===== config.mk =====
export PLATFORM = sky130hd
export DESIGN_NAME = wheel_torque_endstop_mixer_flat
export DESIGN_NICKNAME = d
export VERILOG_FILES = /design/src/rtl/core/wtem_pkg.sv /design/src/rtl/core/wtem_if.sv /design/src/rtl/core/wtem_endstop.sv /design/src/rtl/core/wtem_mix.sv /design/src/rtl/core/wheel_torque_endstop_mixer.sv /design/src/flat_wrapper.sv
export SDC_FILE = /design/constraint.sdc
export NUM_CORES = 2
export LEC_CHECK = 0
export BUFFER_PORTS_ARGS = -buffer_cell sky130_fd_sc_hd__buf_2
export CORE_MARGIN = 2
export CORE_UTILIZATION = 60
export DETAILED_ROUTE_END_ITERATION = 10
export HOLD_SLACK_MARGIN = 0.08
export PLACE_DENSITY = 0.82
export SYNTH_ARGS = -nofsm -noshare
export SYNTH_HDL_FRONTEND = slang
export SYNTH_SLANG_ARGS = --single-unit
export TNS_END_PERCENT = 10

===== constraint.sdc =====
create_clock -name clk -period 19 [get_ports clk]
set_clock_uncertainty 0.15 [all_clocks]
set_input_delay 3.8 -clock clk [delete_from_list [all_inputs] [get_ports clk]]
set_output_delay 3.8 -clock clk [all_outputs]
set_load 0.01 [all_outputs]

===== src/rtl/core/wtem_pkg.sv =====
`timescale 1ns / 1ps
// ----------------------------------------------------------------------------
// Wheel torque mixer package
// Shared widths, limits, register indexes and the result record.
// ----------------------------------------------------------------------------
package wtem_pkg;

	localparam int POS_W    = 19;
	localparam int EFF_W    = 17;
	localparam int DRV_W    = 16;
	localparam int POWER_W  = 15;
	localparam int GAIN_W   = 8;
	localparam int SCALE_W  = 30;
	localparam int CFG_W    = 15;

	// endstop threshold and overrange limit
	localparam logic [14:0] LIMIT_15 = 15'h7fff;
	localparam logic [15:0] OVER_LIM = 16'hffff;
	// 0.8 in Q15 against a 2^30 shift: 0.8 * 32768
	localparam logic [14:0] SCALE_K  = 15'd26214;

	// tick flags within mode
	localparam int TICK_TIMER_BIT = 0;
	localparam int TICK_FRAME_BIT = 1;
	localparam logic [1:0] MODE_NONE = 2'b00;

	typedef enum logic [0:0] {
		CFG_POWER_LIMIT = 1'b0,
		CFG_SPRING_GAIN = 1'b1
	} cfg_index_t;

	typedef struct packed {
		logic                    drive_valid;
		logic signed [DRV_W-1:0] drive_torque;
		logic                    overrange;
		logic                    effect_clipped;
		logic                    output_limited;
		logic signed [DRV_W-1:0] report_position;
	} result_t;

endpackage


===== src/rtl/core/wtem_if.sv =====
`timescale 1ns / 1ps
// ----------------------------------------------------------------------------
// Wheel torque mixer channels
// Tick request channel and result channel, valid/ready handshake.
// ----------------------------------------------------------------------------
interface wtem_item_if;
	logic                                  valid;
	logic                                  ready;
	logic [1:0]                            mode;
	logic signed [wtem_pkg::POS_W-1:0]     position;
	logic signed [wtem_pkg::EFF_W-1:0]     effect_torque;

	modport source (output valid, output mode, output position, output effect_torque,
		input ready);
	modport sink (input valid, input mode, input position, input effect_torque,
		output ready);
endinterface

interface wtem_result_if;
	logic                                  valid;
	logic                                  ready;
	logic                                  drive_valid;
	logic signed [wtem_pkg::DRV_W-1:0]     drive_torque;
	logic                                  overrange;
	logic                                  effect_clipped;
	logic                                  output_limited;
	logic signed [wtem_pkg::DRV_W-1:0]     report_position;

	modport source (output valid, output drive_valid, output drive_torque,
		output overrange, output effect_clipped, output output_limited,
		output report_position, input ready);
	modport sink (input valid, input drive_valid, input drive_torque,
		input overrange, input effect_clipped, input output_limited,
		input report_position, output ready);
endinterface


===== src/rtl/core/wtem_endstop.sv =====
`timescale 1ns / 1ps
// ----------------------------------------------------------------------------
// Endstop spring
// Spring torque from the stored frame position: excess beyond the end,
// clipped, times the gain, pushing back, clipped again.
// ----------------------------------------------------------------------------
module wtem_endstop (
	input  logic signed [wtem_pkg::POS_W-1:0]  last_position,
	input  logic [wtem_pkg::GAIN_W-1:0]        gain,
	output logic signed [wtem_pkg::DRV_W-1:0]  endstop
);

	logic [wtem_pkg::POS_W-1:0]                  pos_mag;
	logic [wtem_pkg::POS_W-1:0]                  excess;
	logic [14:0]                                 excess_clip;
	logic [14+wtem_pkg::GAIN_W:0]                spring_prod;
	logic [14:0]                                 spring_sat;
	logic                                        beyond;

	always_comb begin
		pos_mag = last_position[wtem_pkg::POS_W-1] ? (~last_position + 1'b1)
			: last_position;
		beyond  = pos_mag > {{(wtem_pkg::POS_W-15){1'b0}}, wtem_pkg::LIMIT_15};
		excess  = pos_mag - {{(wtem_pkg::POS_W-15){1'b0}}, wtem_pkg::LIMIT_15};
		excess_clip = (excess > {{(wtem_pkg::POS_W-15){1'b0}}, wtem_pkg::LIMIT_15})
			? wtem_pkg::LIMIT_15 : excess[14:0];
		spring_prod = excess_clip * gain;
		spring_sat  = (spring_prod > {{wtem_pkg::GAIN_W{1'b0}}, wtem_pkg::LIMIT_15})
			? wtem_pkg::LIMIT_15 : spring_prod[14:0];
		if (!beyond) begin
			endstop = '0;
		end else if (last_position[wtem_pkg::POS_W-1]) begin
			endstop = $signed({1'b0, spring_sat});
		end else begin
			endstop = -$signed({1'b0, spring_sat});
		end
	end

endmodule


===== src/rtl/core/wtem_mix.sv =====
`timescale 1ns / 1ps
// ----------------------------------------------------------------------------
// Torque mix
// Effect scaling, endstop sum, power clip, status flags and reported position for one tick.
// ----------------------------------------------------------------------------
module wtem_mix (
	input  logic [1:0]                         mode,
	input  logic signed [wtem_pkg::POS_W-1:0]  position,
	input  logic signed [wtem_pkg::EFF_W-1:0]  effect_torque,
	input  logic signed [wtem_pkg::DRV_W-1:0]  endstop_prev,
	input  logic signed [wtem_pkg::DRV_W-1:0]  endstop_cur,
	input  logic signed [wtem_pkg::POS_W-1:0]  last_position_next,
	input  logic [wtem_pkg::POWER_W-1:0]       power,
	input  logic [wtem_pkg::SCALE_W-1:0]       scale,
	output wtem_pkg::result_t                  res
);

	localparam int SUM_W  = 19;
	localparam int PROD_W = wtem_pkg::EFF_W + wtem_pkg::SCALE_W;

	logic                          frame;
	logic                          do_scale;
	logic [wtem_pkg::EFF_W-1:0]    eff_mag;
	logic [wtem_pkg::POS_W-1:0]    pos_mag;
	logic [PROD_W-1:0]             eff_prod;
	logic [wtem_pkg::EFF_W-1:0]    eff_scaled;
	logic signed [SUM_W-1:0]       torque;
	logic signed [SUM_W-1:0]       sum;
	logic signed [SUM_W-1:0]       pw_pos;
	logic signed [SUM_W-1:0]       pw_neg;
	logic signed [wtem_pkg::DRV_W-1:0] drive;
	logic [wtem_pkg::DRV_W-1:0]    drive_mag;
	logic                          issue;

	always_comb begin
		frame   = mode[wtem_pkg::TICK_FRAME_BIT];
		eff_mag = effect_torque[wtem_pkg::EFF_W-1] ? (~effect_torque + 1'b1)
			: effect_torque;
		pos_mag = position[wtem_pkg::POS_W-1] ? (~position + 1'b1) : position;

		do_scale = frame && ((endstop_cur == '0)
			|| (endstop_cur > 0 && effect_torque > 0)
			|| (endstop_cur < 0 && effect_torque < 0));

		// magnitude product, truncated toward zero by the shift
		eff_prod   = eff_mag * scale;
		eff_scaled = eff_prod[PROD_W-1:30];

		if (!frame) begin
			torque = '0;
		end else if (do_scale) begin
			torque = effect_torque[wtem_pkg::EFF_W-1]
				? -$signed({2'b00, eff_scaled}) : $signed({2'b00, eff_scaled});
		end else begin
			torque = SUM_W'(effect_torque);
		end

		sum    = torque + SUM_W'(endstop_cur);
		pw_pos = $signed({{(SUM_W-wtem_pkg::POWER_W){1'b0}}, power});
		pw_neg = -pw_pos;
		if (sum > pw_pos) begin
			drive = pw_pos[wtem_pkg::DRV_W-1:0];
		end else if (sum < pw_neg) begin
			drive = pw_neg[wtem_pkg::DRV_W-1:0];
		end else begin
			drive = sum[wtem_pkg::DRV_W-1:0];
		end
		drive_mag = drive[wtem_pkg::DRV_W-1] ? (~drive + 1'b1) : drive;

		issue = (endstop_cur != endstop_prev) || do_scale;

		res.drive_valid    = issue;
		res.drive_torque   = issue ? drive : '0;
		res.overrange      = (mode != wtem_pkg::MODE_NONE)
			&& (pos_mag > {{(wtem_pkg::POS_W-16){1'b0}}, wtem_pkg::OVER_LIM});
		res.effect_clipped = frame
			&& (eff_mag >= {{(wtem_pkg::EFF_W-15){1'b0}}, wtem_pkg::LIMIT_15});
		res.output_limited = issue && (drive_mag == {1'b0, power});

		if (last_position_next > $signed({4'b0000, wtem_pkg::LIMIT_15})) begin
			res.report_position = $signed({1'b0, wtem_pkg::LIMIT_15});
		end else if (last_position_next < -$signed({4'b0000, wtem_pkg::LIMIT_15})) begin
			res.report_position = -$signed({1'b0, wtem_pkg::LIMIT_15});
		end else begin
			res.report_position = last_position_next[wtem_pkg::DRV_W-1:0];
		end
	end

endmodule


===== src/rtl/core/wheel_torque_endstop_mixer.sv =====
`timescale 1ns / 1ps
// ----------------------------------------------------------------------------
// Wheel torque endstop mixer
// Mixes the force effect torque with a soft endstop spring, clips the drive
// to the power limit and reports overrange and saturation flags per tick.
// ----------------------------------------------------------------------------
//  channel   dir  handshake        payload
//  item      in   valid / ready    mode, position, effect_torque
//  result    out  valid / ready    drive_valid, drive_torque, overrange,
//                                  effect_clipped, output_limited, report_position
//  cfg       in   cfg_wen          cfg_index, cfg_wdata (no read-back)
//
//  One request per cycle sustained while results are taken; a request passes
//  through the input register, then the mix logic into the result register.
//  The path between the two is the 17 x 30 bit effect scaling multiply.
//  arst_n clears handshake state, the stored frame position and the endstop
//  torque, and loads power limit = 0, spring gain = 1.
//  A stalled result holds; the input register still drains into it as soon
//  as the result is taken, so ready drops only while both stages are full.
// ----------------------------------------------------------------------------
module wheel_torque_endstop_mixer (
	input  logic                               clk,
	input  logic                               arst_n,
	wtem_item_if.sink                          item,
	wtem_result_if.source                      result,
	input  logic                               cfg_wen,
	input  logic [0:0]                         cfg_index,
	input  logic [wtem_pkg::CFG_W-1:0]         cfg_wdata
);

	// configuration
	logic [wtem_pkg::POWER_W-1:0]              power_q;
	logic [wtem_pkg::GAIN_W-1:0]               gain_q;
	logic [wtem_pkg::SCALE_W-1:0]              scale_q;

	// tick state
	logic signed [wtem_pkg::POS_W-1:0]         last_pos_q;
	logic signed [wtem_pkg::DRV_W-1:0]         endstop_q;

	// input stage
	logic                                      valid_s1;
	logic [1:0]                                mode_s1;
	logic signed [wtem_pkg::POS_W-1:0]         pos_s1;
	logic signed [wtem_pkg::EFF_W-1:0]         eff_s1;

	// result stage
	logic                                      res_valid_q;
	wtem_pkg::result_t                         res_q;

	logic                                      advance;
	logic                                      tick;
	logic signed [wtem_pkg::DRV_W-1:0]         endstop_calc;
	logic signed [wtem_pkg::DRV_W-1:0]         endstop_cur;
	logic signed [wtem_pkg::POS_W-1:0]         last_pos_next;
	wtem_pkg::result_t                         res_next;

	// Move the held request on whenever the result slot is free or emptying.
	assign advance    = valid_s1 && (!res_valid_q || result.ready);
	assign item.ready = !valid_s1 || advance;

	// A tick of either kind refreshes the endstop; a frame tick stores position.
	assign tick          = (mode_s1 != wtem_pkg::MODE_NONE);
	assign endstop_cur   = tick ? endstop_calc : endstop_q;
	assign last_pos_next = mode_s1[wtem_pkg::TICK_FRAME_BIT] ? pos_s1 : last_pos_q;

	// Spring works from the position of the previous frame tick.
	wtem_endstop u_endstop (
		.last_position (last_pos_q),
		.gain          (gain_q),
		.endstop       (endstop_calc)
	);

	wtem_mix u_mix (
		.mode               (mode_s1),
		.position           (pos_s1),
		.effect_torque      (eff_s1),
		.endstop_prev       (endstop_q),
		.endstop_cur        (endstop_cur),
		.last_position_next (last_pos_next),
		.power              (power_q),
		.scale              (scale_q),
		.res                (res_next)
	);

	// Configuration: keep power * 0.8 (Q15) alongside the limit so the tick
	// path needs a single multiply.
	always_ff @(posedge clk or negedge arst_n) begin
		if (!arst_n) begin
			power_q <= '0;
			gain_q  <= wtem_pkg::GAIN_W'(1);
			scale_q <= '0;
		end else if (cfg_wen) begin
			if (cfg_index == wtem_pkg::CFG_POWER_LIMIT) begin
				power_q <= cfg_wdata[wtem_pkg::POWER_W-1:0];
				scale_q <= cfg_wdata[wtem_pkg::POWER_W-1:0] * wtem_pkg::SCALE_K;
			end else if (cfg_index == wtem_pkg::CFG_SPRING_GAIN) begin
				gain_q  <= cfg_wdata[wtem_pkg::GAIN_W-1:0];
			end
		end
	end

	// Tick state: commit only when the request leaves the input stage.
	always_ff @(posedge clk or negedge arst_n) begin
		if (!arst_n) begin
			last_pos_q <= '0;
			endstop_q  <= '0;
		end else if (advance) begin
			endstop_q  <= endstop_cur;
			last_pos_q <= last_pos_next;
		end
	end

	// Input stage valid.
	always_ff @(posedge clk or negedge arst_n) begin
		if (!arst_n) begin
			valid_s1 <= 1'b0;
		end else if (item.ready) begin
			valid_s1 <= item.valid;
		end
	end

	// Input stage payload.
	always_ff @(posedge clk) begin
		if (item.valid && item.ready) begin
			mode_s1 <= item.mode;
			pos_s1  <= item.position;
			eff_s1  <= item.effect_torque;
		end
	end

	// Result stage: load on advance, drop once taken.
	always_ff @(posedge clk or negedge arst_n) begin
		if (!arst_n) begin
			res_valid_q <= 1'b0;
		end else if (advance) begin
			res_valid_q <= 1'b1;
		end else if (result.ready) begin
			res_valid_q <= 1'b0;
		end
	end

	always_ff @(posedge clk) begin
		if (advance) begin
			res_q <= res_next;
		end
	end

	assign result.valid           = res_valid_q;
	assign result.drive_valid     = res_q.drive_valid;
	assign result.drive_torque    = res_q.drive_torque;
	assign result.overrange       = res_q.overrange;
	assign result.effect_clipped  = res_q.effect_clipped;
	assign result.output_limited  = res_q.output_limited;
	assign result.report_position = res_q.report_position;

endmodule

===== src/flat_wrapper.sv =====
// flat-port wrapper written by rule: the top's interface ports become plain ports
module wheel_torque_endstop_mixer_flat 
  (clk, arst_n, cfg_wen, cfg_index, cfg_wdata, item_valid, item_mode, item_position, item_effect_torque, item_ready, result_valid, result_drive_valid, result_drive_torque, result_overrange, result_effect_clipped, result_output_limited, result_report_position, result_ready);
  wtem_item_if item_i ();
  wtem_result_if result_i ();
  input  logic clk;
  input  logic arst_n;
  input  logic cfg_wen;
  input  logic [0:0] cfg_index;
  input  logic [wtem_pkg::CFG_W-1:0] cfg_wdata;
  input wire logic [$bits(item_i.valid)-1:0] item_valid;
  input wire logic [$bits(item_i.mode)-1:0] item_mode;
  input wire logic [$bits(item_i.position)-1:0] item_position;
  input wire logic [$bits(item_i.effect_torque)-1:0] item_effect_torque;
  output wire logic [$bits(item_i.ready)-1:0] item_ready;
  output wire logic [$bits(result_i.valid)-1:0] result_valid;
  output wire logic [$bits(result_i.drive_valid)-1:0] result_drive_valid;
  output wire logic [$bits(result_i.drive_torque)-1:0] result_drive_torque;
  output wire logic [$bits(result_i.overrange)-1:0] result_overrange;
  output wire logic [$bits(result_i.effect_clipped)-1:0] result_effect_clipped;
  output wire logic [$bits(result_i.output_limited)-1:0] result_output_limited;
  output wire logic [$bits(result_i.report_position)-1:0] result_report_position;
  input wire logic [$bits(result_i.ready)-1:0] result_ready;
  assign item_i.valid = item_valid;
  assign item_i.mode = item_mode;
  assign item_i.position = item_position;
  assign item_i.effect_torque = item_effect_torque;
  assign item_ready = item_i.ready;
  assign result_valid = result_i.valid;
  assign result_drive_valid = result_i.drive_valid;
  assign result_drive_torque = result_i.drive_torque;
  assign result_overrange = result_i.overrange;
  assign result_effect_clipped = result_i.effect_clipped;
  assign result_output_limited = result_i.output_limited;
  assign result_report_position = result_i.report_position;
  assign result_i.ready = result_ready;
  wheel_torque_endstop_mixer u_core (.clk(clk), .arst_n(arst_n), .item(item_i), .result(result_i), .cfg_wen(cfg_wen), .cfg_index(cfg_index), .cfg_wdata(cfg_wdata));
endmodule

==> qor.yml <==
floorplan:
  initial_core_util: 0.604
  row_count: 88
  dieHeight_um: 245
  die_area_mm2: 0.0598
  coreArea_mm2: 0.0575
  die_w_um: 245
  io_pins: 97
clocking:
  clock_latency_ns: 0.48
  clock-sinks: 162
  clock_path_buffers: 2
  hold_buffers: 0
  clock-root-buffer: "clkbuf_16"
  path_clk_slew_ns: 0.08
  cts_inserted_buffers: 17
  cts_htree_levels: 4
  cts_tree: "yes"
drt:
  first_iter_violations: 2704
  route.vias.total: 28200
  wl_um: 94900
  first_pass_iters: 8
  routedWlPerCell_um: 20.3
  vias_per_cell: 6.04
  postRouteAntennaNets: 0
  drc: 0
sta:
  timing.slew.headroom: 0.216
  hold_ws_ns: 0.338
  hold_viol: 0
  slew_violations: 0
  finalCritPeriodShare: 0.953
  worst_slew_pin_slew_ns: 1.18
  fmaxAchievable_mhz: 55.2
  setup_viol: 0
  fin_setup_tns_ns: 0
  timing.final.crit_period_ns: 18.12
worst_setup_path:
  cp_slowest_stage_delay_ns: 0.61
  cp_max_fo: 31
  path_depth: 74
  worstSetupPathType: "register to register"
  worstPathArrival_ns: 18.26
  start_kind: "register"
  startpoint: "u_core.last_pos_q[0]"
  critPathMostFrequentCell: "nand2_1"
  rr_startpoint: "u_core.last_pos_q[0]"
  endpoint_kind: "register"
  reg2reg_to: "u_core.result.output_limited"
  critPathBufInv: 8
  crit_path_top_delay_cell: "or4_4"
  crit_family: "simple AND/OR/NAND/NOR gates"
  ff2ff_path_depth: 74
  required_ns: 19.15
  rrSetupSlack_ns: 0.88
  crit_path_end: "u_core.result.output_limited"
global_routing:
  antenna_found_initial: 2
  grt_use_total: 0.325
  grt_start_max_net_pins: 72
  grt_pass1_wl_um: 152000
  grt_pass1_vias: 28600
  overflow: 0
synth:
  netlist_top_cells_area: "fa_1 31%, ha_1 12%, inv_1 6.9%, edfxtp_1 6.4%, dfrtp_1 6.3%"
  synth.most_common_cell: "inv_1"
  yosysWarnings: 0
  synth_edf_count: 74
  seq_area_frac_synth: 0.127
  synth_top_cell_by_area: "fa_1"
  synthCells: 3893
  syn_area_mm2: 0.0347
  synth_common_cells: "636 x inv_1, 543 x fa_1, 533 x nand2_1"
  async_flop_share: 0.543
  synthFlopType: "dfrtp_1"
  avgSynthCellArea_um2: 8.92
  synth_fp_nets: 4833
  ys_ff_latch: 162
  synth.distinct_cells: 107
  netlist.area_leader.share: 0.313
hold_path:
  hp-start: "u_core.scale_q[8]"
  hp-class: "register to register"
final_layout:
  num-nets-final: 4824
  drive_gt1_frac: 0.0860
  syn2layout_area_growth_pct: 5.94
  fin_util: 0.640
place:
  gp_congestion: 0.960
  hpwlAfterDp_um: 72100
  io_buffers: 96
status:
  outcome: "finished clean"
flow_run:
  max_cap_violations: 0
## worst min-delay path, cell delays in order (launching register included)
cell,delay (ns)
dfrtp_1,0.35
nand2_1,0.05
o21ai_0,0.06
## cell families after synthesis
group	synth area share
compound gates	0.106
xor+xnor	0.0416
fa+ha+maj	0.435
buf+inv	0.0910
flops	0.127
mux	0.0273
simple gates	0.172
## cells in the final DEF, fill, tap and decap left out, types with 104 or more instances in the layout
cell,Yosys,layout
inv_1,636,635
fa_1,543,543
nand2_1,533,529
ha_1,338,336
o21ai_0,141,139
a21oi_1,132,131
and2_1,124,122
nor2b_1,120,120
nor2_1,118,118
xnor2_1,114,104
## stage by stage
step / setup WS [ns] / std cells / area, um^2
floorplan: 0.899 / 3893 / 34700
global placement: 0.476 / 4625 / 36000
detailed placement: -0.0327 / 4625 / 36000
CTS: 0.0982 / 4657 / 36600
global route: -0.0638 / 4663 / 36800
finish: 0.885 / 4664 / 36800
## final cells by class
class | instances | area (um^2)
Fill cell | 4651 | 20700
Sequential cell | 162 | 4430
Clock inverter | 14 | 179
Inverter | 639 | 2400
Tap cell | 765 | 957
Timing Repair Buffer | 165 | 1000
Antenna cell | 2 | 5.00
Clock buffer | 18 | 439
Multi-Input combinational cell | 2899 | 27400
## metal layers
layer  part of all wire  global-route usage
met1               0.40               0.444
met2               0.45               0.498
met3               0.11              0.0751
met4              0.042               0.141
met5                  0                   0
## how the worst min path moves through the flow
stage                          endpoint  slack (ns)  cells past startpoint
floorplan           u_core.result.valid        0.31                      1
global placement     u_core.scale_q[12]        0.31                      2
detailed placement    u_core.scale_q[8]        0.32                      2
CTS                   u_core.scale_q[8]        0.34                      2
global route         u_core.scale_q[12]        0.38                      2
finish                u_core.scale_q[8]        0.34                      2
## repair_timing
item                                    CTS  global route
gates resized for setup                   1            32
endpoints found under the setup margin    1            15
setup buffers                             0             5
pin swaps                                 0             3
## sequential cells by signal, indices dropped and copies added, names as in the netlist
register	count
u_core.eff_s1	17
u_core.endstop_q	16
u_core.gain_q	8
u_core.last_pos_q	19
u_core.mode_s1	2
u_core.pos_s1	19
u_core.power_q	15
u_core.result.drive_torque	16
u_core.result.drive_valid	1
u_core.result.effect_clipped	1
u_core.result.output_limited	1
u_core.result.overrange	1
u_core.result.report_position	16
u_core.result.valid	1
u_core.scale_q	28
u_core.valid_s1	1
Power is left out: the tool's default activity adds up to more than one toggle a clock period on the data nets, which glitch-free logic cannot reach.
